### config.mk
export PLATFORM = sky130hd
export DESIGN_NAME = key_debounce_long_press_repeat_flat
export DESIGN_NICKNAME = d
export VERILOG_FILES = /design/src/design/kdlpr_pkg.sv /design/src/design/kdlpr_req_if.sv /design/src/design/kdlpr_rsp_if.sv /design/src/design/key_debounce_long_press_repeat.sv /design/src/flat_wrapper.sv
export SDC_FILE = /design/constraint.sdc
export NUM_CORES = 1
export LEC_CHECK = 0
export BUFFER_PORTS_ARGS = -buffer_cell sky130_fd_sc_hd__buf_2
export CAP_MARGIN = 5
export CELL_PAD_IN_SITES_DETAIL_PLACEMENT = 1
export CELL_PAD_IN_SITES_GLOBAL_PLACEMENT = 1
export CORE_MARGIN = 4
export CORE_UTILIZATION = 45
export CTS_CLUSTER_SIZE = 12
export DETAILED_ROUTE_END_ITERATION = 8
export PLACE_DENSITY = 0.8
export SYNTH_ARGS = -nofsm -noshare
export SYNTH_HDL_FRONTEND = slang
export SYNTH_SLANG_ARGS = --single-unit
### constraint.sdc
create_clock -name clock -period 12.3 [get_ports clock]
set_input_delay 2.46 -clock clock [delete_from_list [all_inputs] [get_ports clock]]
set_output_delay 2.46 -clock clock [all_outputs]
set_load 0.03 [all_outputs]
### src/design/kdlpr_pkg.sv
`default_nettype none
package kdlpr_pkg;

   localparam int unsigned NUM_KEYS     = 4;
   localparam int unsigned HISTORY_BITS = 8;

   localparam int unsigned INC_BITS   = 8;
   localparam int unsigned TIME_BITS  = 16;
   localparam int unsigned CSR_BITS   = 16;
   localparam int unsigned INDEX_BITS = 3;

   typedef logic [NUM_KEYS-1:0]     key_vec_type;
   typedef logic [HISTORY_BITS-1:0] history_type;
   typedef logic [TIME_BITS-1:0]    time_type;
   typedef logic [INC_BITS-1:0]     inc_type;
   typedef logic [INDEX_BITS-1:0]   csr_index_type;
   typedef logic [CSR_BITS-1:0]     csr_data_type;

   // register indexes of the configuration port
   localparam csr_index_type CSR_HOLD_INCREMENT  = 3'd0;
   localparam csr_index_type CSR_REPEAT_FIRST    = 3'd1;
   localparam csr_index_type CSR_REPEAT_INTERVAL = 3'd2;
   localparam csr_index_type CSR_HOLD_LIMIT      = 3'd3;
   localparam csr_index_type CSR_HOLD_RESTART    = 3'd4;

   localparam inc_type  HOLD_INCREMENT_RESET  = 8'd2;
   localparam time_type REPEAT_FIRST_RESET    = 16'd1000;
   localparam time_type REPEAT_INTERVAL_RESET = 16'd100;
   localparam time_type HOLD_LIMIT_RESET      = 16'd60000;
   localparam time_type HOLD_RESTART_RESET    = 16'd900;

   typedef struct packed {
      inc_type  hold_increment;
      time_type repeat_first;
      time_type repeat_interval;
      time_type hold_limit;
      time_type hold_restart;
   } cfg_type;

   // add with saturation at the top of the time range
   function automatic time_type sat_add(input time_type a, input time_type b);
      logic [TIME_BITS:0] sum;
      sum = {1'b0, a} + {1'b0, b};
      return sum[TIME_BITS] ? {TIME_BITS{1'b1}} : sum[TIME_BITS-1:0];
   endfunction

endpackage
`default_nettype wire

### src/design/kdlpr_req_if.sv
`default_nettype none
interface kdlpr_req_if;
   logic                  valid;
   logic                  ready;
   kdlpr_pkg::key_vec_type key_levels;

   modport source (output valid, output key_levels, input ready);
   modport sink (input valid, input key_levels, output ready);
endinterface
`default_nettype wire

### src/design/kdlpr_rsp_if.sv
`default_nettype none
interface kdlpr_rsp_if;
   logic                  valid;
   logic                  ready;
   kdlpr_pkg::key_vec_type press_mask;
   kdlpr_pkg::key_vec_type repeat_mask;
   kdlpr_pkg::key_vec_type debounced_levels;

   modport source (output valid, output press_mask, output repeat_mask,
                   output debounced_levels, input ready);
   modport sink (input valid, input press_mask, input repeat_mask,
                 input debounced_levels, output ready);
endinterface
`default_nettype wire

### src/design/key_debounce_long_press_repeat.sv
`default_nettype none
// Key debouncer with press events and long-press auto-repeat for four active-low
// keys. Each transfer on req_chan is one scan tick of raw levels; it yields exactly
// one transfer on rsp_chan with the press events, repeat events and debounced
// levels after that tick. A key is debounced once its last eight samples agree.
// One tick is taken per clock cycle: the per-key history, hold time and threshold
// update in a single pass into the state registers while the result lands in an
// output register, so a new tick is taken even while a result waits, as long as
// the output register is empty or being drained in the same cycle. Each result is
// registered. Configuration writes on the csr_ port apply from the next tick.
module key_debounce_long_press_repeat (
   input  wire                        clock,
   input  wire                        reset,
   kdlpr_req_if.sink                  req_chan,
   kdlpr_rsp_if.source                rsp_chan,
   input  wire                        csr_we,
   input  wire kdlpr_pkg::csr_index_type csr_index,
   input  wire kdlpr_pkg::csr_data_type  csr_wdata
);

   kdlpr_pkg::cfg_type     cfg_ff;
   kdlpr_pkg::history_type hist_ff [kdlpr_pkg::NUM_KEYS];
   kdlpr_pkg::history_type hist_in [kdlpr_pkg::NUM_KEYS];
   kdlpr_pkg::time_type    hold_ff [kdlpr_pkg::NUM_KEYS];
   kdlpr_pkg::time_type    hold_in [kdlpr_pkg::NUM_KEYS];
   kdlpr_pkg::time_type    thr_ff  [kdlpr_pkg::NUM_KEYS];
   kdlpr_pkg::time_type    thr_in  [kdlpr_pkg::NUM_KEYS];
   kdlpr_pkg::key_vec_type level_ff, level_in;
   kdlpr_pkg::key_vec_type press_in, repeat_in;

   kdlpr_pkg::key_vec_type press_ff, repeat_ff, out_level_ff;
   logic                   rsp_valid_ff;
   logic                   req_fire;

   assign req_chan.ready = !rsp_valid_ff || rsp_chan.ready;
   assign req_fire       = req_chan.valid && req_chan.ready;

   // configuration registers
   always_ff @(posedge clock) begin
      if (reset) begin
         cfg_ff.hold_increment  <= kdlpr_pkg::HOLD_INCREMENT_RESET;
         cfg_ff.repeat_first    <= kdlpr_pkg::REPEAT_FIRST_RESET;
         cfg_ff.repeat_interval <= kdlpr_pkg::REPEAT_INTERVAL_RESET;
         cfg_ff.hold_limit      <= kdlpr_pkg::HOLD_LIMIT_RESET;
         cfg_ff.hold_restart    <= kdlpr_pkg::HOLD_RESTART_RESET;
      end else if (csr_we) begin
         unique case (csr_index)
            kdlpr_pkg::CSR_HOLD_INCREMENT:
               cfg_ff.hold_increment <= csr_wdata[kdlpr_pkg::INC_BITS-1:0];
            kdlpr_pkg::CSR_REPEAT_FIRST:    cfg_ff.repeat_first    <= csr_wdata;
            kdlpr_pkg::CSR_REPEAT_INTERVAL: cfg_ff.repeat_interval <= csr_wdata;
            kdlpr_pkg::CSR_HOLD_LIMIT:      cfg_ff.hold_limit      <= csr_wdata;
            kdlpr_pkg::CSR_HOLD_RESTART:    cfg_ff.hold_restart    <= csr_wdata;
            default: ;
         endcase
      end
   end

   // per-key update, keys are independent
   always_comb begin
      kdlpr_pkg::history_type h;
      kdlpr_pkg::time_type    hold_a;
      kdlpr_pkg::time_type    thr_a;
      logic                   rel;
      logic                   prs;
      level_in  = level_ff;
      press_in  = '0;
      repeat_in = '0;
      for (int i = 0; i < kdlpr_pkg::NUM_KEYS; i++) begin
         h   = {hist_ff[i][kdlpr_pkg::HISTORY_BITS-2:0], req_chan.key_levels[i]};
         rel = &h;
         prs = ~|h;
         hist_in[i] = h;
         hold_a     = hold_ff[i];
         thr_a      = thr_ff[i];
         if (rel) begin
            level_in[i] = 1'b1;
            hold_a      = '0;
            thr_a       = cfg_ff.repeat_first;
         end else if (prs) begin
            level_in[i] = 1'b0;
            hold_a      = kdlpr_pkg::sat_add(hold_ff[i],
                             {{(kdlpr_pkg::TIME_BITS-kdlpr_pkg::INC_BITS){1'b0}},
                              cfg_ff.hold_increment});
         end
         press_in[i] = level_ff[i] && !level_in[i];
         if (hold_a < cfg_ff.hold_limit && thr_a < cfg_ff.hold_limit) begin
            hold_in[i] = hold_a;
            if (hold_a > thr_a) begin
               repeat_in[i] = 1'b1;
               thr_in[i]    = kdlpr_pkg::sat_add(thr_a, cfg_ff.repeat_interval);
            end else begin
               thr_in[i] = thr_a;
            end
         end else begin
            // limit reached: restart hold time and threshold
            hold_in[i] = cfg_ff.hold_restart;
            thr_in[i]  = cfg_ff.repeat_first;
         end
      end
   end

   always_ff @(posedge clock) begin
      if (reset) begin
         level_ff <= '1;
         for (int i = 0; i < kdlpr_pkg::NUM_KEYS; i++) begin
            hist_ff[i] <= '1;
            hold_ff[i] <= '0;
            thr_ff[i]  <= kdlpr_pkg::REPEAT_FIRST_RESET;
         end
      end else if (req_fire) begin
         level_ff <= level_in;
         for (int i = 0; i < kdlpr_pkg::NUM_KEYS; i++) begin
            hist_ff[i] <= hist_in[i];
            hold_ff[i] <= hold_in[i];
            thr_ff[i]  <= thr_in[i];
         end
      end
   end

   // output register
   always_ff @(posedge clock) begin
      if (reset) begin
         rsp_valid_ff <= 1'b0;
      end else if (req_fire) begin
         rsp_valid_ff <= 1'b1;
      end else if (rsp_chan.ready) begin
         rsp_valid_ff <= 1'b0;
      end
   end

   always_ff @(posedge clock) begin
      if (req_fire) begin
         press_ff     <= press_in;
         repeat_ff    <= repeat_in;
         out_level_ff <= level_in;
      end
   end

   assign rsp_chan.valid            = rsp_valid_ff;
   assign rsp_chan.press_mask       = press_ff;
   assign rsp_chan.repeat_mask      = repeat_ff;
   assign rsp_chan.debounced_levels = out_level_ff;

   a_accept_gives_result: assert property (@(posedge clock) disable iff (reset)
      req_fire |=> rsp_valid_ff)
      else $error("accepted tick did not produce a result");

   a_ready_when_empty: assert property (@(posedge clock) disable iff (reset)
      !rsp_valid_ff |-> req_chan.ready)
      else $error("input stalled while output register empty");

   a_press_means_pressed: assert property (@(posedge clock) disable iff (reset)
      rsp_valid_ff |-> (press_ff & out_level_ff) == '0)
      else $error("press event on a key that is not pressed");

   for (genvar k = 0; k < kdlpr_pkg::NUM_KEYS; k++) begin : g_chk
      a_level_needs_stable_history: assert property (@(posedge clock) disable iff (reset)
         (req_fire && level_in[k] != level_ff[k]) |->
            (hist_in[k] == {kdlpr_pkg::HISTORY_BITS{level_in[k]}}))
         else $error("debounced level changed without a settled history");
   end

endmodule
`default_nettype wire

### src/flat_wrapper.sv
// flat-port wrapper written by rule: the top's interface ports become plain ports
module key_debounce_long_press_repeat_flat 
  (clock, reset, csr_we, csr_index, csr_wdata, req_chan_valid, req_chan_key_levels, req_chan_ready, rsp_chan_valid, rsp_chan_press_mask, rsp_chan_repeat_mask, rsp_chan_debounced_levels, rsp_chan_ready);
  kdlpr_req_if req_chan_i ();
  kdlpr_rsp_if rsp_chan_i ();
  input  wire clock;
  input  wire reset;
  input  wire csr_we;
  input  wire kdlpr_pkg::csr_index_type csr_index;
  input  wire kdlpr_pkg::csr_data_type csr_wdata;
  input wire logic [$bits(req_chan_i.valid)-1:0] req_chan_valid;
  input wire logic [$bits(req_chan_i.key_levels)-1:0] req_chan_key_levels;
  output wire logic [$bits(req_chan_i.ready)-1:0] req_chan_ready;
  output wire logic [$bits(rsp_chan_i.valid)-1:0] rsp_chan_valid;
  output wire logic [$bits(rsp_chan_i.press_mask)-1:0] rsp_chan_press_mask;
  output wire logic [$bits(rsp_chan_i.repeat_mask)-1:0] rsp_chan_repeat_mask;
  output wire logic [$bits(rsp_chan_i.debounced_levels)-1:0] rsp_chan_debounced_levels;
  input wire logic [$bits(rsp_chan_i.ready)-1:0] rsp_chan_ready;
  assign req_chan_i.valid = req_chan_valid;
  assign req_chan_i.key_levels = req_chan_key_levels;
  assign req_chan_ready = req_chan_i.ready;
  assign rsp_chan_valid = rsp_chan_i.valid;
  assign rsp_chan_press_mask = rsp_chan_i.press_mask;
  assign rsp_chan_repeat_mask = rsp_chan_i.repeat_mask;
  assign rsp_chan_debounced_levels = rsp_chan_i.debounced_levels;
  assign rsp_chan_i.ready = rsp_chan_ready;
  key_debounce_long_press_repeat u_core (.clock(clock), .reset(reset), .req_chan(req_chan_i), .rsp_chan(rsp_chan_i), .csr_we(csr_we), .csr_index(csr_index), .csr_wdata(csr_wdata));
endmodule
## Yosys cells after proc, flatten, opt, wreduce, memory -nomap -nowiden

Memories as Yosys holds them, arrays and structs flattened.
Index checks and enable logic that the tools add are counted.

- Add/subtract/negate cells: 8
- Magnitude comparators: 12
- Equality and inequality tests: 4
- Mux-type cells: 63
- Bitwise logic cells: 12
- Reduce and logical (&&, ||, !) cells: 30

Operator list:

| kind | count |
|---|---|
| 16-bit two-way mux | 40 |
| 16-bit < comparator | 8 |
| 16-bit by 16-bit adder with 17-bit output | 4 |
| 16-bit by 8-bit adder with 17-bit output | 4 |
| 16-bit greater-than comparator | 4 |
| 8-bit two-way mux | 4 |
| 8-bit AND reduction | 4 |
| 8-bit OR reduction | 4 |
| 1-bit two-way mux | 19 |
| 1-bit bitwise OR | 12 |
| 2-bit AND reduction | 5 |
| 1-bit logical AND | 9 |
| 3-bit by 2-bit == test with 1-bit output (second input constant) | 2 |
| 1-bit logical NOT | 5 |
| 3-bit by 1-bit == test with 1-bit output (second input constant) | 1 |
| 3-bit == test (second input constant) | 1 |
| 3-bit logical NOT | 1 |
| 2-bit nonzero test | 1 |
| 1-bit logical OR | 1 |

- Register bits: 89
- Memory bits (writable): 160
- Bits of input ports: 28
- Output and inout bits: 14
- Logic and storage cells: 145
- Memories kept: 3

Memories:

| memory | words | bits a word | read ports | clocked after Yosys merged registers in | write ports | line | RTL |
|---|---|---|---|---|---|---|---|
| u_core.hold_ff | 4 | 16 | 4 | 0 | 4 | key_debounce_long_press_repeat.sv:24 | `kdlpr_pkg::time_type hold_ff [kdlpr_pkg::NUM_KEYS];` |
| u_core.thr_ff | 4 | 16 | 4 | 0 | 4 | key_debounce_long_press_repeat.sv:26 | `kdlpr_pkg::time_type thr_ff [kdlpr_pkg::NUM_KEYS];` |
| u_core.hist_ff | 4 | 8 | 4 | 0 | 4 | key_debounce_long_press_repeat.sv:22 | `kdlpr_pkg::history_type hist_ff [kdlpr_pkg::NUM_KEYS];` |

## Longest topological paths before layout

- Word-level depth: 8
- Gate-level depth with buffers: 22
- Gate-level depth less buffers: 20

## Worst setup path after synthesis

Ideal clock, no wire load.

- Kind: input to register
- Start point: input reset
- End point: memory u_core.hist_ff[0][0] (netlist name), enable pin
- Setup time: 0.543 ns
- Data arrival time: 6.731 ns
- Data required time: 11.757 ns
- Path slack: 5.026 ns
- Stages on the path: 3
- Buffers on the path: 2
- Cell sequence: clkbuf_1 clkbuf_1 nand2b_1

RTL lines:

| item | line | RTL |
|---|---|---|
| start: declaration | flat_wrapper.sv:7 | `input wire reset;` |
| end: declaration | key_debounce_long_press_repeat.sv:22 |  |

==> impl_metrics.tcl <==
set metrics [dict create \
    p_int_uw 1720 \
    fp.dieW_um 225 \
    hold_buffers 0 \
    rsz0062_at_grt "no" \
    cts_root_buffer "clkbuf_16" \
    crit_top_cell "a21oi_1" \
    grt_util_all_layers_pct 30.1 \
    cts_made_buffers 31 \
    power.leakage_uw 0.00966 \
    htreeDepth 1 \
    cts_tree "built" \
    synth_seq_cells 245 \
    synth_edf_count 168 \
    antenna_left 0 \
    placementRows 79 \
    port_buffers 41 \
    synth_ff_type "edfxtp_1" \
    layout_common_cells "ha_1 (272), nand2_1 (263), a21oi_1 (214)" \
    post_cts_buffers 0 \
    worst_path_largest_cell_delay_ps 830 \
    min_path_type "flop to flop" \
    crit_path_top_delay_cell "a31oi_4" \
    routedWlPerCell_um 25.7 \
    synthToLayoutAreaGrowth_pct 8.30 \
    diodes 0 \
    place_ws_ps 4130 \
    clkSinkCount 245 \
    dieArea_mm2 0.0507 \
    slew_viol_final 0 \
    grt_start_max_net_pins 109 \
    worst_pin_slew_ps 1190 \
    fin_area_mm2 0.0230 \
    netlist_area_mm2 0.0212 \
    critPathArrivalTime_ps 8270 \
    power_frac_comb_pct 24.0 \
    fin_ws_ps 4480 \
    grt_first_pass_wirelength_um 119000 \
    synth_cells 2456 \
    slew_headroom_pct 20.7 \
    wl_um 79000 \
    clkPwrFrac_pct 37.9 \
    antenna_found_initial 1 \
    vias 20028 \
    finish.utilization_pct 49.3 \
    fmax_mhz 128 \
    insertion_delay_ps 610 \
    maxCapViolations 0 \
    seqPwrFrac_pct 38.0 \
    nNetsFinal 2750 \
    core_mm2 0.0467 \
    min_from "u_core.cfg_ff[18]$_SDFFE_PP0P_" \
    crit_path_start_kind "input port" \
    fp.dieH_um 225 \
    worstPathMaxFanout 26 \
    holdPathEnd "u_core.cfg_ff[18]$_SDFFE_PP0P_" \
    hpwl_um 59700 \
    r2r-end "u_core.hold_ff[0][11]$_SDFFCE_PN0P_" \
    crit_path_start "req_chan_key_levels[0]" \
    cts_buffer_depth 3 \
    vias_per_cell 6.52 \
    ir_worst_vdd_v 0.000101 \
    path_cells "buf_2 -> nor4_1 -> and2_0 -> nand2_1 -> or2_2 -> o21ai_1 -> xnor2_1 -> a21oi_1 -> ha_1 -> a21o_1 -> a21o_1 -> a21oi_1 -> a31oi_1 -> a211o_1 -> a31oi_4 -> inv_1 -> or3_1 -> a21oi_1" \
    reg2regPathDepth 17 \
    first_iter_violations 1882 \
    status "completed" \
    clkTransAtPathRegs_ps 60 \
    postPlaceCellArea_mm2 0.0219 \
    crit_type "input port to flop" \
    finalSetupTns_ps 0 \
    avgSynthCellArea_um2 8.65 \
    finalHoldViolCount 0 \
    fillers 5467 \
    switchingPower_uw 822 \
    final.setup_skew_ps 22.0 \
    p_per_area_mw_per_mm2 111 \
    ys_types 90 \
    io_pins 42 \
    syn_nets 2764 \
    final_common_cell "ha_1" \
    drtPass1Iterations 5 \
    worst_ep_required_time_ps 12750 \
    synthArstFlopShare_pct 0 \
    setup_viol 0 \
    remaining_drc_errors 0 \
    end_kind "flop" \
    seq_area_frac_synth_pct 31.0 \
    whs_path_depth 2 \
    yosys_warnings 0 \
    grt_overflow 0 \
    worst_r2r_startpoint "u_core.cfg_ff[64]$_SDFFE_PP0P_" \
    grt_pass1_vias 20191 \
    gp_congestion 0.937 \
    min_period_over_period_pct 63.6 \
    initial_core_util_pct 45.5 \
    reg2reg_slack_ps 5660 \
    swShare_pct 32.3 \
    drive_above_1_share_pct 7.05 \
    fin_crit_ps 7820 \
    cts_resized 0 \
]
-- cells by family (layout without fill, tap and decap cells) --
kind of cell,after synthesis,after routing,share of synthesized area [%]
compound gates,621,621,18.8
xor+xnor,73,73,3.01
fa+ha+maj,282,282,16.9
buf+inv,233,244,4.38
flops,245,245,31.0
mux,122,122,5.88
simple gates,880,880,20.0
-- sequential cells by signal (all words and copies together) (netlist names) --
name,flops
u_core.level_ff,4
u_core.hold_ff,64
u_core.rsp_chan.press_mask,4
u_core.rsp_chan.repeat_mask,4
u_core.cfg_ff,72
u_core.rsp_chan.valid,1
u_core.rsp_chan.debounced_levels,4
u_core.hist_ff,28
u_core.thr_ff,64
-- how the worst max path moves through the flow --
stage / depth (start not counted) / to
after floorplan: 3 / u_core.hist_ff[0][0]$_SDFFCE_PN1P_
final: 18 / u_core.hold_ff[0][11]$_SDFFCE_PN0P_
after CTS: 18 / u_core.hold_ff[0][11]$_SDFFCE_PN0P_
after global placement: 16 / u_core.thr_ff[2][9]$_SDFFCE_PN1P_
after detailed placement: 16 / u_core.thr_ff[2][9]$_SDFFCE_PN1P_
after global routing: 16 / u_core.thr_ff[2][9]$_SDFFCE_PN1P_
-- synth_stat cells, types with 48 or more instances --
cell,number,area share (%)
ha_1,272,16
nor3_1,82,1.9
xnor2_1,48,2.0
nand3_1,72,1.7
clkbuf_1,86,1.5
edfxtp_1,168,24
a21oi_1,214,5.0
nand2_1,263,4.6
o21ai_0,106,2.5
nor2_1,208,3.7
dfxtp_1,77,7.3
mux2i_1,108,5.1
nand4_1,52,1.5
inv_1,122,2.2
-- metal layers --
metal | vias to the layer above | track usage [%] | routed length [um]
met3 | 222 | 4.16 | 5240
li1 | 9049 | - | -
met1 | 9925 | 41.6 | 34800
met5 | - | 0 | 13
met2 | 830 | 47.5 | 34700
met4 | 2 | 12.6 | 4240
-- worst max-delay path, delay by kind of cell --
kind	cells	cell delay (ps)
XOR/XNOR	1	120
AND/OR/NAND/NOR	5	2020
buffers and inverters	2	760
AO/OA/AOI/OAI	9	2580
adder cells (fa/ha/maj)	1	330
-- power groups by stage --
stage / registers, uW / logic, uW / clock network (uW)
2_1_floorplan: 977 / 422 / 0
3_3_place_gp: 982 / 559 / 0
3_5_place_dp: 984 / 593 / 0
4_1_cts: 967 / 599 / 972
5_1_grt: 972 / 668 / 1000
6_report: 969 / 612 / 966
-- metrics by stage --
| stage | hold WS [ps] | power [uW] | cells |
|---|---|---|---|
| detailed placement | 455 | 1580 | 3016 |
| global route | 478 | 2640 | 3074 |
| floorplan | 436 | 1400 | 2456 |
| finish | 465 | 2550 | 3074 |
| global placement | 441 | 1540 | 3016 |
| CTS | 466 | 2540 | 3074 |
-- final cells by class --
class                   count  area [um^2]  area share [%]
well taps                 607          759            3.30
clock buffers              42          888            3.86
clock inverters            16          176           0.767
flip-flops and latches    245         6590            28.6
inverters                 122          458            1.99
repair buffers             64          378            1.64
multi-input cells        1978        13800            59.8
(Power assumes the default switching activity.)
